[src/ifor_pkg.sv]
// ----------------------------------------------------------------------------
// ifor_pkg
// Shared types for the first-occurrence index renumbering unit: controller
// states and the command and status groups between controller and datapath.
// ----------------------------------------------------------------------------
package ifor_pkg;

  // Field widths fixed by the interface.
  localparam int unsigned VALUE_W = 16;
  localparam int unsigned COUNT_W = 6;

  // Result kinds.
  localparam logic KIND_ID   = 1'b0;
  localparam logic KIND_DUMP = 1'b1;

  // Controller states.
  typedef enum logic {
    ST_IDLE = 1'b0,
    ST_DUMP = 1'b1
  } ifor_state_t;

  // Commands from controller to datapath.
  typedef struct packed {
    logic lookup;     // look up the accepted input beat and load its result
    logic dump_step;  // emit the next stored entry and shift the row down
  } ifor_cmd_t;

  // Status from datapath to controller.
  typedef struct packed {
    logic out_free;   // output register can take a new beat this cycle
    logic dump_last;  // the next dump step emits the final stored entry
  } ifor_sts_t;

endpackage

[src/ifor_ctrl.sv]
// ----------------------------------------------------------------------------
// ifor_ctrl
// Controller: accepts input beats while idle and sequences the dump of the
// distinct index row after the last beat of a list.
// ----------------------------------------------------------------------------
module ifor_ctrl (
  input  logic              clk,
  input  logic              rst_n,
  input  logic              in_valid,
  input  logic              in_list_end,
  output logic              in_stall,
  output ifor_pkg::ifor_cmd_t cmd,
  input  ifor_pkg::ifor_sts_t sts
);
  import ifor_pkg::*;

  ifor_state_t state_r;
  ifor_state_t state_nxt;

  // Output decode.
  always_comb begin
    cmd.lookup    = (state_r == ST_IDLE) && in_valid && sts.out_free;
    cmd.dump_step = (state_r == ST_DUMP) && sts.out_free;
    in_stall      = (state_r != ST_IDLE) || !sts.out_free;
  end

  // Next-state logic.
  always_comb begin
    state_nxt = state_r;
    case (state_r)
      ST_IDLE: begin
        if (cmd.lookup && in_list_end) begin
          state_nxt = ST_DUMP;
        end
      end
      ST_DUMP: begin
        if (cmd.dump_step && sts.dump_last) begin
          state_nxt = ST_IDLE;
        end
      end
      default: state_nxt = ST_IDLE;
    endcase
  end

  // State register.
  always_ff @(posedge clk) begin
    if (!rst_n) begin
      state_r <= ST_IDLE;
    end else begin
      state_r <= state_nxt;
    end
  end

endmodule

[src/ifor_dpath.sv]
// ----------------------------------------------------------------------------
// ifor_dpath
// Datapath: a row of index cells compared in parallel with the incoming key,
// the entry count and overflow flag, and the output register.
// ----------------------------------------------------------------------------
module ifor_dpath #(
  parameter int unsigned TABLE_DEPTH = 32,
  parameter int unsigned INDEX_WIDTH = 16
) (
  input  logic                          clk,
  input  logic                          rst_n,
  input  logic [ifor_pkg::VALUE_W-1:0]  in_vertex_index,
  input  logic                          in_list_end,
  input  ifor_pkg::ifor_cmd_t           cmd,
  output ifor_pkg::ifor_sts_t           sts,
  output logic                          out_valid,
  input  logic                          out_stall,
  output logic                          out_result_kind,
  output logic [ifor_pkg::VALUE_W-1:0]  out_result_value,
  output logic [ifor_pkg::COUNT_W-1:0]  out_distinct_count,
  output logic                          out_table_overflow,
  output logic                          out_run_last
);
  import ifor_pkg::*;

  localparam int unsigned IDX_W = $clog2(TABLE_DEPTH);
  localparam int unsigned CNT_W = $clog2(TABLE_DEPTH + 1);
  localparam int unsigned EXT_W = INDEX_WIDTH + VALUE_W;

  // Index cells and bookkeeping.
  logic [INDEX_WIDTH-1:0] cell_r [TABLE_DEPTH];
  logic [CNT_W-1:0]       count_r, count_nxt;
  logic                   ovf_seen_r, ovf_seen_nxt;
  logic [CNT_W-1:0]       dump_left_r, dump_left_nxt;

  // Output register.
  logic               out_valid_r, out_valid_nxt;
  logic               kind_r, kind_nxt;
  logic [VALUE_W-1:0] value_r, value_nxt;
  logic [CNT_W-1:0]   ocount_r, ocount_nxt;
  logic               oovf_r, oovf_nxt;
  logic               olast_r, olast_nxt;

  logic [EXT_W-1:0]       key_ext;
  logic [INDEX_WIDTH-1:0] key;
  logic [EXT_W-1:0]       head_ext;
  logic                   found;
  logic [IDX_W-1:0]       match_id;
  logic                   full;
  logic                   append;

  // Key is the low INDEX_WIDTH bits of the input index.
  assign key_ext  = EXT_W'(in_vertex_index);
  assign key      = key_ext[INDEX_WIDTH-1:0];
  assign head_ext = EXT_W'(cell_r[0]);
  assign full     = (count_r == CNT_W'(TABLE_DEPTH));

  // Parallel compare against the occupied cells; entries are distinct, so at
  // most one cell matches and its position is gathered by OR.
  always_comb begin
    found    = 1'b0;
    match_id = '0;
    for (int i = 0; i < TABLE_DEPTH; i++) begin
      if ((CNT_W'(i) < count_r) && (cell_r[i] == key)) begin
        found    = 1'b1;
        match_id = match_id | IDX_W'(i);
      end
    end
  end

  assign append = cmd.lookup && !found && !full;

  // Next values of count, overflow flag, dump counter and output register.
  always_comb begin
    count_nxt     = count_r;
    ovf_seen_nxt  = ovf_seen_r;
    dump_left_nxt = dump_left_r;
    kind_nxt      = kind_r;
    value_nxt     = value_r;
    ocount_nxt    = ocount_r;
    oovf_nxt      = oovf_r;
    olast_nxt     = olast_r;
    out_valid_nxt = out_valid_r && out_stall;
    if (cmd.lookup) begin
      out_valid_nxt = 1'b1;
      kind_nxt      = KIND_ID;
      olast_nxt     = !in_list_end;
      oovf_nxt      = 1'b0;
      if (found) begin
        value_nxt = VALUE_W'(match_id);
      end else if (!full) begin
        value_nxt = VALUE_W'(count_r);
        count_nxt = count_r + CNT_W'(1);
      end else begin
        value_nxt    = '0;
        oovf_nxt     = 1'b1;
        ovf_seen_nxt = 1'b1;
      end
      ocount_nxt    = count_nxt;
      dump_left_nxt = count_nxt;
    end else if (cmd.dump_step) begin
      out_valid_nxt = 1'b1;
      kind_nxt      = KIND_DUMP;
      value_nxt     = head_ext[VALUE_W-1:0];
      ocount_nxt    = count_r;
      oovf_nxt      = ovf_seen_r;
      olast_nxt     = sts.dump_last;
      dump_left_nxt = dump_left_r - CNT_W'(1);
      if (sts.dump_last) begin
        count_nxt    = '0;
        ovf_seen_nxt = 1'b0;
      end
    end
  end

  // Control registers.
  always_ff @(posedge clk) begin
    if (!rst_n) begin
      count_r     <= '0;
      ovf_seen_r  <= 1'b0;
      dump_left_r <= '0;
      out_valid_r <= 1'b0;
    end else begin
      count_r     <= count_nxt;
      ovf_seen_r  <= ovf_seen_nxt;
      dump_left_r <= dump_left_nxt;
      out_valid_r <= out_valid_nxt;
    end
  end

  // Output payload registers.
  always_ff @(posedge clk) begin
    kind_r   <= kind_nxt;
    value_r  <= value_nxt;
    ocount_r <= ocount_nxt;
    oovf_r   <= oovf_nxt;
    olast_r  <= olast_nxt;
  end

  // Cell row: append at the count position, shift toward cell 0 on dump.
  // The top cell has no neighbor above it and only ever takes an append.
  always_ff @(posedge clk) begin
    for (int i = 0; i < TABLE_DEPTH - 1; i++) begin
      if (cmd.dump_step) begin
        cell_r[i] <= cell_r[i+1];
      end else if (append && (count_r == CNT_W'(i))) begin
        cell_r[i] <= key;
      end
    end
    if (!cmd.dump_step && append && (count_r == CNT_W'(TABLE_DEPTH - 1))) begin
      cell_r[TABLE_DEPTH-1] <= key;
    end
  end

  // Status and ports.
  assign sts.out_free        = !out_valid_r || !out_stall;
  assign sts.dump_last       = (dump_left_r == CNT_W'(1));
  assign out_valid           = out_valid_r;
  assign out_result_kind     = kind_r;
  assign out_result_value    = value_r;
  assign out_distinct_count  = COUNT_W'(ocount_r);
  assign out_table_overflow  = oovf_r;
  assign out_run_last        = olast_r;

endmodule

[src/index_first_occurrence_renumber_unit.sv]
// ----------------------------------------------------------------------------
// index_first_occurrence_renumber_unit
// Renumbers vertex indices by order of first appearance within a list and
// dumps the distinct indices in that order after the last index of a list.
// ----------------------------------------------------------------------------
//
//  Channel | Direction | Handshake          | Fields
//  --------+-----------+--------------------+----------------------------------
//  in_     | input     | in_valid/in_stall  | vertex_index, list_end
//  out_    | output    | out_valid/out_stall| result_kind, result_value,
//          |           |                    | distinct_count, table_overflow,
//          |           |                    | run_last
//
// An index beat that does not end a list is a single lookup: all occupied
// cells are compared in parallel, so one beat is accepted per cycle unless
// the output stalls. A beat that ends a list is followed by one dump beat per
// stored entry; the dump shifts the row toward cell 0 and stalls the input.
// Reset clears the count, the overflow flag, the controller and the output
// valid; the cell contents are not cleared and need no clearing pass.
// The output register takes a new beat in the cycle the held one is taken, and
// a stalled output holds the input stalled and the dump paused.
// ----------------------------------------------------------------------------
module index_first_occurrence_renumber_unit #(
  parameter int unsigned TABLE_DEPTH = 32,
  parameter int unsigned INDEX_WIDTH = 16
) (
  input  logic                         clk,
  input  logic                         rst_n,
  input  logic                         in_valid,
  output logic                         in_stall,
  input  logic [ifor_pkg::VALUE_W-1:0] in_vertex_index,
  input  logic                         in_list_end,
  output logic                         out_valid,
  input  logic                         out_stall,
  output logic                         out_result_kind,
  output logic [ifor_pkg::VALUE_W-1:0] out_result_value,
  output logic [ifor_pkg::COUNT_W-1:0] out_distinct_count,
  output logic                         out_table_overflow,
  output logic                         out_run_last
);
  import ifor_pkg::*;

  ifor_cmd_t cmd;
  ifor_sts_t sts;

  // Sequencing of lookups and dumps.
  ifor_ctrl u_ctrl (
    .clk         (clk),
    .rst_n       (rst_n),
    .in_valid    (in_valid),
    .in_list_end (in_list_end),
    .in_stall    (in_stall),
    .cmd         (cmd),
    .sts         (sts)
  );

  // Cell row, bookkeeping and output register.
  ifor_dpath #(
    .TABLE_DEPTH (TABLE_DEPTH),
    .INDEX_WIDTH (INDEX_WIDTH)
  ) u_dpath (
    .clk                (clk),
    .rst_n              (rst_n),
    .in_vertex_index    (in_vertex_index),
    .in_list_end        (in_list_end),
    .cmd                (cmd),
    .sts                (sts),
    .out_valid          (out_valid),
    .out_stall          (out_stall),
    .out_result_kind    (out_result_kind),
    .out_result_value   (out_result_value),
    .out_distinct_count (out_distinct_count),
    .out_table_overflow (out_table_overflow),
    .out_run_last       (out_run_last)
  );

endmodule

[config.mk]
export PLATFORM = sky130hd
export DESIGN_NAME = index_first_occurrence_renumber_unit
export DESIGN_NICKNAME = d
export VERILOG_FILES = /design/src/ifor_pkg.sv /design/src/ifor_ctrl.sv /design/src/ifor_dpath.sv /design/src/index_first_occurrence_renumber_unit.sv
export SDC_FILE = /design/constraint.sdc
export NUM_CORES = 1
export LEC_CHECK = 0
export ABC_AREA = 1
export ABC_CLOCK_PERIOD_IN_PS = 11600
export BUFFER_PORTS_ARGS = -buffer_cell sky130_fd_sc_hd__buf_2
export CAP_MARGIN = 0
export CORE_ASPECT_RATIO = 1.4
export CORE_MARGIN = 2
export CORE_UTILIZATION = 25
export CTS_BUF_LIST = sky130_fd_sc_hd__clkbuf_16
export CTS_CLUSTER_SIZE = 20
export DETAILED_ROUTE_END_ITERATION = 8
export GPL_TIMING_DRIVEN = 0
export RECOVER_POWER = 100
export SYNTH_ARGS = -nofsm -noshare
export SYNTH_HDL_FRONTEND = slang
export SYNTH_SLANG_ARGS = --single-unit
[constraint.sdc]
create_clock -name clk -period 11.6 [get_ports clk]
set_clock_uncertainty 0.2 [all_clocks]
set_input_delay 1.74 -clock clk [delete_from_list [all_inputs] [get_ports clk]]
set_output_delay 1.74 -clock clk [all_outputs]
set_load 0.05 [all_outputs]
==> results.cfg, run 1 <==
[yosys]
synth_fp_nets = 3955
ys_warn_count = 0
synthTopCellsByArea = edfxtp_1 51%, nand2_1 18%, o21ai_1 4.8%
synth_top_cell_by_area = edfxtp_1
postSynthAreaPerCell_sq_um = 8.05
synth_fa_ha_area_frac = 0.00277
yosysUniqueCellTypes = 36
synth_top_area_share = 0.509
synth_seq_area_share = 0.519
ys_seq_elements = 552
netlist_area_sq_um = 31600
yosys.area_share.xor_xnor = 0.0571
synthSimpleGateAreaFrac = 0.249
synthMuxAreaShare = 0
synth_top_family_by_area = simple AND/OR/NAND/NOR gates
synth_compound_area_frac = 0.0985
syn_inst = 3927

[run]
drv_cap = 2

[setup_path]
cp-end-kind = flop
worstSetupPathType = input pin to flop
r2r_slack_ns = 3.83
crit_required_ns = 11.70
worst_r2r_endpoint = u_dpath.cell_r[1][252]
worst-path-buf-inv = 6
crit_end = u_dpath.cell_r[1][252]
crit_cells = 19
crit_arrival_ns = 9.14
worstReg2RegStart = u_dpath.count_r[1]
critPathLaunch = in_vertex_index[6]
r2r_cells = 17
critical_path.slowest_cell = nor3_1
cpPeakStageDelay_ns = 1.26
cpMostUsedCell = nand2_1
crit_path_max_fanout = 10
start_kind = input pin
cpLargestDelayFamily = simple AND/OR/NAND/NOR gates
crit_chain = clkbuf_1, inv_1, clkbuf_1, nand2_1, nand2_1, nor2_1, nand2_1, nor2_1, nand3_1, nand2_1, nor2_1, nand2_1, nor2_1, nand2_1, nor2_1, clkbuf_1, inv_1, nor3_1, clkbuf_1

[drt]
first_pass_iters = 6
post_drt_via_cell_ratio = 5.11
drc_errors = 0
routedWlPerCell_um = 25.2
routed_wl_mm = 144
ant_nets = 0
vias = 29233
drt_iter0_drc = 3783

[floorplanning]
start_util = 0.252
coreArea_sq_um = 126000
die_y_um = 425
die_area_sq_um = 129000
num_rows = 154
die_x_um = 305
ios = 48

[clock_network]
htreeDepth = 2
clkTransAtPathRegs_ns = 0.06
postCtsSetupRepairBufs = 0
hold_buffers = 0
cts_tree = yes
cts_made_buffers = 56
root_buffer = clkbuf_16
clock-sinks = 552
clock_latency_ns = 0.69
cts_buffer_depth = 3
cts_resized = 0

[worst_hold_path]
worstHoldPathType = flop to flop
min_from = u_dpath.out_result_kind

[finish]
layout_commonest_cell = nand2_1
area_growth_syn_to_layout_pct = 12.2
drive_gt1_frac = 0.0502
layout.nets = 4062
layout_common_cells = 1532 x nand2_1, 536 x edfxtp_1, 520 x o21ai_0, 313 x nor2_1, 301 x inv_1

[placement]
gp_congestion = 1.00
hpwl_mm = 103
io_buffers = 47
dp_slack_ns = 3.85

[timing]
setup_viol = 0
hold_viol = 0
fin_setup_tns_ns = 0
worst_pin_slew_ns = 1.60
grt_setup_unrepaired = false
timing.final.crit_share = 0.779
relSlewSlack = -0.0683
period_minus_slack_ns = 9.04
setup_ws_ns = 2.56
fmax_mhz = 111
final_max_slew_viol_count = 19

[status]
violations = max-capacitance violations, max-slew violations
status = complete, but fails checks

[grt]
grt-ovfl-total = 0
grt_pass1_wl_mm = 199
grt_start_max_net_pins = 28
first_global_vias = 27663
track_usage = 0.216
antenna_found_initial = 10

[power_and_ir_drop]
intPower_mw = 3.54
p_sw_mw = 1.51
p_comb_frac = 0.143
leakage_nw = 15.5
seqPwrFrac = 0.477
peakVddDrop_v = 0.0000924
swShare = 0.299
p_per_area_nw_per_um2 = 142
power_frac_clock = 0.380
cell usage after synthesis, drive strengths merged:
cell,instances
buf,140
clkinv,2
a21oi,17
inv,314
o211ai,2
o21ai,593
xnor2,58
nand3,68
nand2,1535
o221ai,3
nor3,32
clkbuf,106
ha,7
a31oi,2
edfxtp,536
xor2,148
or2,3
nand4,19
nor4,2
a21boi,1
nor2,321
nand3b,2
dfxtp,16
power groups by stage:
stage	sequential (mW)	combinational, mW	clock (mW)
floorplan	2.45	0.397	0
global placement	2.45	0.710	0
detailed placement	2.45	0.715	0
CTS	2.41	0.718	1.91
global route	2.42	0.764	1.97
finish	2.41	0.722	1.92
stage by stage:
step / util / power [mW] / hold WS (ns) / instances / instance area [sq um]
after detailed placement: 0.270 / 3.16 / 0.265 / 5613 / 33900
after CTS: 0.285 / 5.04 / 0.283 / 5717 / 35800
after global placement: 0.270 / 3.16 / 0.260 / 5612 / 33900
final: 0.283 / 5.05 / 0.282 / 5721 / 35500
after floorplan: - / 2.85 / 0.250 / 3927 / 31600
after global routing: 0.283 / 5.15 / 0.323 / 5719 / 35500
state kept, by name, indices dropped and copies added, names as in the netlist:
| signal | count |
|---|---|
| u_dpath.out_result_kind | 1 |
| u_dpath.cell_r | 512 |
| u_dpath.out_table_overflow | 1 |
| u_dpath.out_result_value | 16 |
| u_dpath.out_valid | 1 |
| u_dpath.ovf_seen_r | 1 |
| u_dpath.out_distinct_count | 6 |
| u_dpath.count_r | 6 |
| u_ctrl.state_r | 1 |
| u_dpath.out_run_last | 1 |
| u_dpath.dump_left_r | 6 |
layer usage:
layer / wire length, um / vias to the layer above / part of all wire / track usage
li1: - / 12864 / - / -
met1: 47600 / 13770 / 0.33 / 0.231
met2: 66700 / 1899 / 0.46 / 0.361
met3: 13800 / 694 / 0.095 / 0.0413
met4: 16200 / 6 / 0.11 / 0.201
met5: 46 / - / 0.00032 / 0
logic make-up (layout without fill, tap and decap cells):
| group | after synthesis | after routing |
|---|---|---|
| adder cells (fa/ha/maj) | 7 | 7 |
| AND/OR/NAND/NOR | 1982 | 1982 |
| AO/OA/AOI/OAI | 618 | 618 |
| buffers and inverters | 562 | 715 |
| XOR/XNOR | 206 | 206 |
| other | 0 | 3 |
| flip-flops | 552 | 552 |
worst min-delay path, cell delays in order (launching register included):
cell	delay [ns]
dfxtp_1	0.32
o21ai_0	0.08
inv_1	0.05
worst min path at each step:
stage / to / cells past startpoint
after floorplan: u_dpath.ovf_seen_r / 2
final: u_dpath.out_result_kind / 2
after global routing: u_dpath.out_result_kind / 2
after detailed placement: u_dpath.out_result_kind / 2
after CTS: u_dpath.out_result_kind / 2
after global placement: u_dpath.ovf_seen_r / 2
cell type report:
cell class              count  area [sq um]
well taps                1638          2050
diodes                      3          7.51
inverters                 316          1190
clock inverters            47           425
plain buffers             246          1070
repair buffers             49           213
fillers                 13608         90100
multi-input cells        2813         12700
clock buffers              57          1430
flip-flops and latches    552         16400
Note: power is estimated with default switching activity, not from simulation.
==> run 2, diff against run 1 <==
--- a/config.mk
+++ b/config.mk
@@ -6,7 +6,7 @@
 export NUM_CORES = 1
 export LEC_CHECK = 0
 export ABC_AREA = 1
-export ABC_CLOCK_PERIOD_IN_PS = 11600
+export ABC_CLOCK_PERIOD_IN_PS = 8900
 export BUFFER_PORTS_ARGS = -buffer_cell sky130_fd_sc_hd__buf_2
 export CAP_MARGIN = 0
 export CORE_ASPECT_RATIO = 1.4
==> constraint.sdc (replaced) <==
create_clock -name clk -period 8.9 [get_ports clk]
set_clock_uncertainty 0.2 [all_clocks]
set_input_delay 1.335 -clock clk [delete_from_list [all_inputs] [get_ports clk]]
set_output_delay 1.335 -clock clk [all_outputs]
set_load 0.05 [all_outputs]
==> run 2 against run 1 <==
  * The run still ends with max-capacitance violations, max-slew violations left
  * Utilization about the same
  * Largest power group unchanged
  * Hold slack about the same
  * Largest cell class unchanged
  * Critical path type unchanged
  * Sequential power rose by 30%
==> results.cfg, run 2 (synthesis gave the netlist of run 1 again) <==
[status]
status = complete, but fails checks
violations = max-capacitance violations, max-slew violations

[power_and_ir_drop]
leakage_nw = 15.5
swShare = 0.300
peakVddDrop_v = 0.000119
p_per_area_nw_per_um2 = 185
p_sw_mw = 1.97
intPower_mw = 4.61
p_comb_frac = 0.143
seqPwrFrac = 0.477
power_frac_clock = 0.380
total_power_mw = 6.59

[clock_network]
hold_buffers = 0
clock-sinks = 552
postCtsSetupRepairBufs = 0
cts_tree = yes
htreeDepth = 2
root_buffer = clkbuf_16
cts_buffer_depth = 3
clkTransAtPathRegs_ns = 0.06
cts_resized = 0
cts_made_buffers = 56
clock_latency_ns = 0.69

[floorplanning]
start_util = 0.252
ios = 48
die_x_um = 305
die_y_um = 425
die_area_sq_um = 129000
num_rows = 154
coreArea_sq_um = 126000

[finish]
max_flop_register = u_dpath.cell_r
multi_input_area_sq_um = 12700
layout_commonest_cell = nand2_1
register_area_sq_um = 16400
area_growth_syn_to_layout_pct = 12.3
drive_gt1_frac = 0.0512
fillers = 13606
layout.nets = 4062
layout_common_cells = 1532 x nand2_1, 536 x edfxtp_1, 520 x o21ai_0, 313 x nor2_1, 301 x inv_1
largest_reg_flops = 512

[placement]
hpwl_mm = 103
io_buffers = 47
gp_congestion = 1.00

[timing]
timing.final.crit_share = 0.888
period_minus_slack_ns = 7.90
fin_setup_tns_ns = 0
grt_setup_unrepaired = false
final_max_slew_viol_count = 11
setup_viol = 0
fmax_mhz = 127
worst_pin_slew_ns = 1.62
relSlewSlack = -0.0823
hold_viol = 0

[grt]
antenna_found_initial = 10
track_usage = 0.216
grt-ovfl-total = 0
grt_start_max_net_pins = 28
grt_pass1_wl_mm = 199
first_global_vias = 27663

[drt]
routed_wl_mm = 145
first_pass_iters = 8
post_drt_via_cell_ratio = 5.11
ant_nets = 0
vias = 29240
drc_errors = 0
drt_iter0_drc = 3705
routedWlPerCell_um = 25.3

[worst_hold_path]
min_from = u_dpath.out_result_kind
worstHoldPathType = flop to flop

[setup_path]
cpLargestDelayFamily = simple AND/OR/NAND/NOR gates
cpMostUsedCell = nand2_1
cp-end-kind = flop
worstReg2RegStart = u_dpath.count_r[1]
worstSetupPathType = input pin to flop
cpPeakStageDelay_ns = 1.24
critical_path.slowest_cell = clkbuf_1
crit_chain = clkbuf_1, inv_1, clkbuf_1, nand2_1, nand2_1, nor2_1, nand2_1, nor2_1, nand3_1, nand2_1, nor2_1, nand2_1, nor2_1, nand2_1, nor2_1, clkbuf_1, nand3_1, clkbuf_1, nand2_1
start_kind = input pin
crit_required_ns = 9.00
crit_arrival_ns = 8.00
crit_path_max_fanout = 16
critPathLaunch = in_vertex_index[6]
worst-path-buf-inv = 5

[run]
drv_cap = 1
==> run 2: changes by cell type in the layout (fill, tap and decap cells not counted) <==
cell / before / now
nand3_2: 0 / 1
nand3_1: 68 / 67
clkbuf_1: 206 / 204
buf_6: 2 / 4
diode_2: 3 / 2
nor3_1: 32 / 31
nor3_2: 0 / 1
==> run 2: final cells by class <==
cell class / count / area share
Clock buffer: 57 / 0.0402
Inverter: 316 / 0.0334
Multi-Input combinational cell: 2813 / 0.358
Clock inverter: 47 / 0.0120
Tap cell: 1638 / 0.0577
Timing Repair Buffer: 49 / 0.00620
Antenna cell: 2 / 0.000141
Sequential cell: 552 / 0.462
Buffer: 246 / 0.0303
==> run 2: worst paths after layout <==
path              slack (ns)                       to  depth (start not counted)
setup / recovery         1.0    u_dpath.cell_r[0][22]                         19
hold / removal          0.28  u_dpath.out_result_kind                          2
setup reg to reg        1.83    u_dpath.cell_r[0][22]                         17
hold reg to reg         0.28  u_dpath.out_result_kind                          2
==> run 2: power by group through the flow <==
| stage | combinational (mW) | clock [mW] | sequential, mW |
|---|---|---|---|
| 2_1_floorplan | 0.518 | 0 | 3.19 |
| 4_1_cts | 0.936 | 2.50 | 3.14 |
| 6_report | 0.943 | 2.50 | 3.14 |
| 3_3_place_gp | 0.925 | 0 | 3.19 |
| 3_5_place_dp | 0.932 | 0 | 3.19 |
| 5_1_grt | 0.996 | 2.57 | 3.15 |
==> run 2: per-stage QoR <==
stage	worst slack (ns)	hold slack, ns	utilization	cells	cell area, sq um
2_1_floorplan	4.09	0.250	-	3927	31600
3_3_place_gp	1.07	0.260	0.270	5612	33900
3_5_place_dp	1.55	0.265	0.270	5613	33900
4_1_cts	2.24	0.283	0.285	5717	35800
5_1_grt	1.15	0.323	0.283	5719	35500
6_report	0.996	0.282	0.283	5720	35500
==> run 2: worst min-delay path, cell delays in order, from the launching register on <==
cell	delay, ns
dfxtp_1	0.32
o21ai_0	0.08
inv_1	0.05
==> run 2: routing by layer <==
metal	global-route usage	up-vias	part of all wire
met5	0	-	0.00032
met2	0.361	1835	0.46
met4	0.201	6	0.11
met1	0.231	13842	0.33
li1	-	12863	-
met3	0.0413	694	0.093
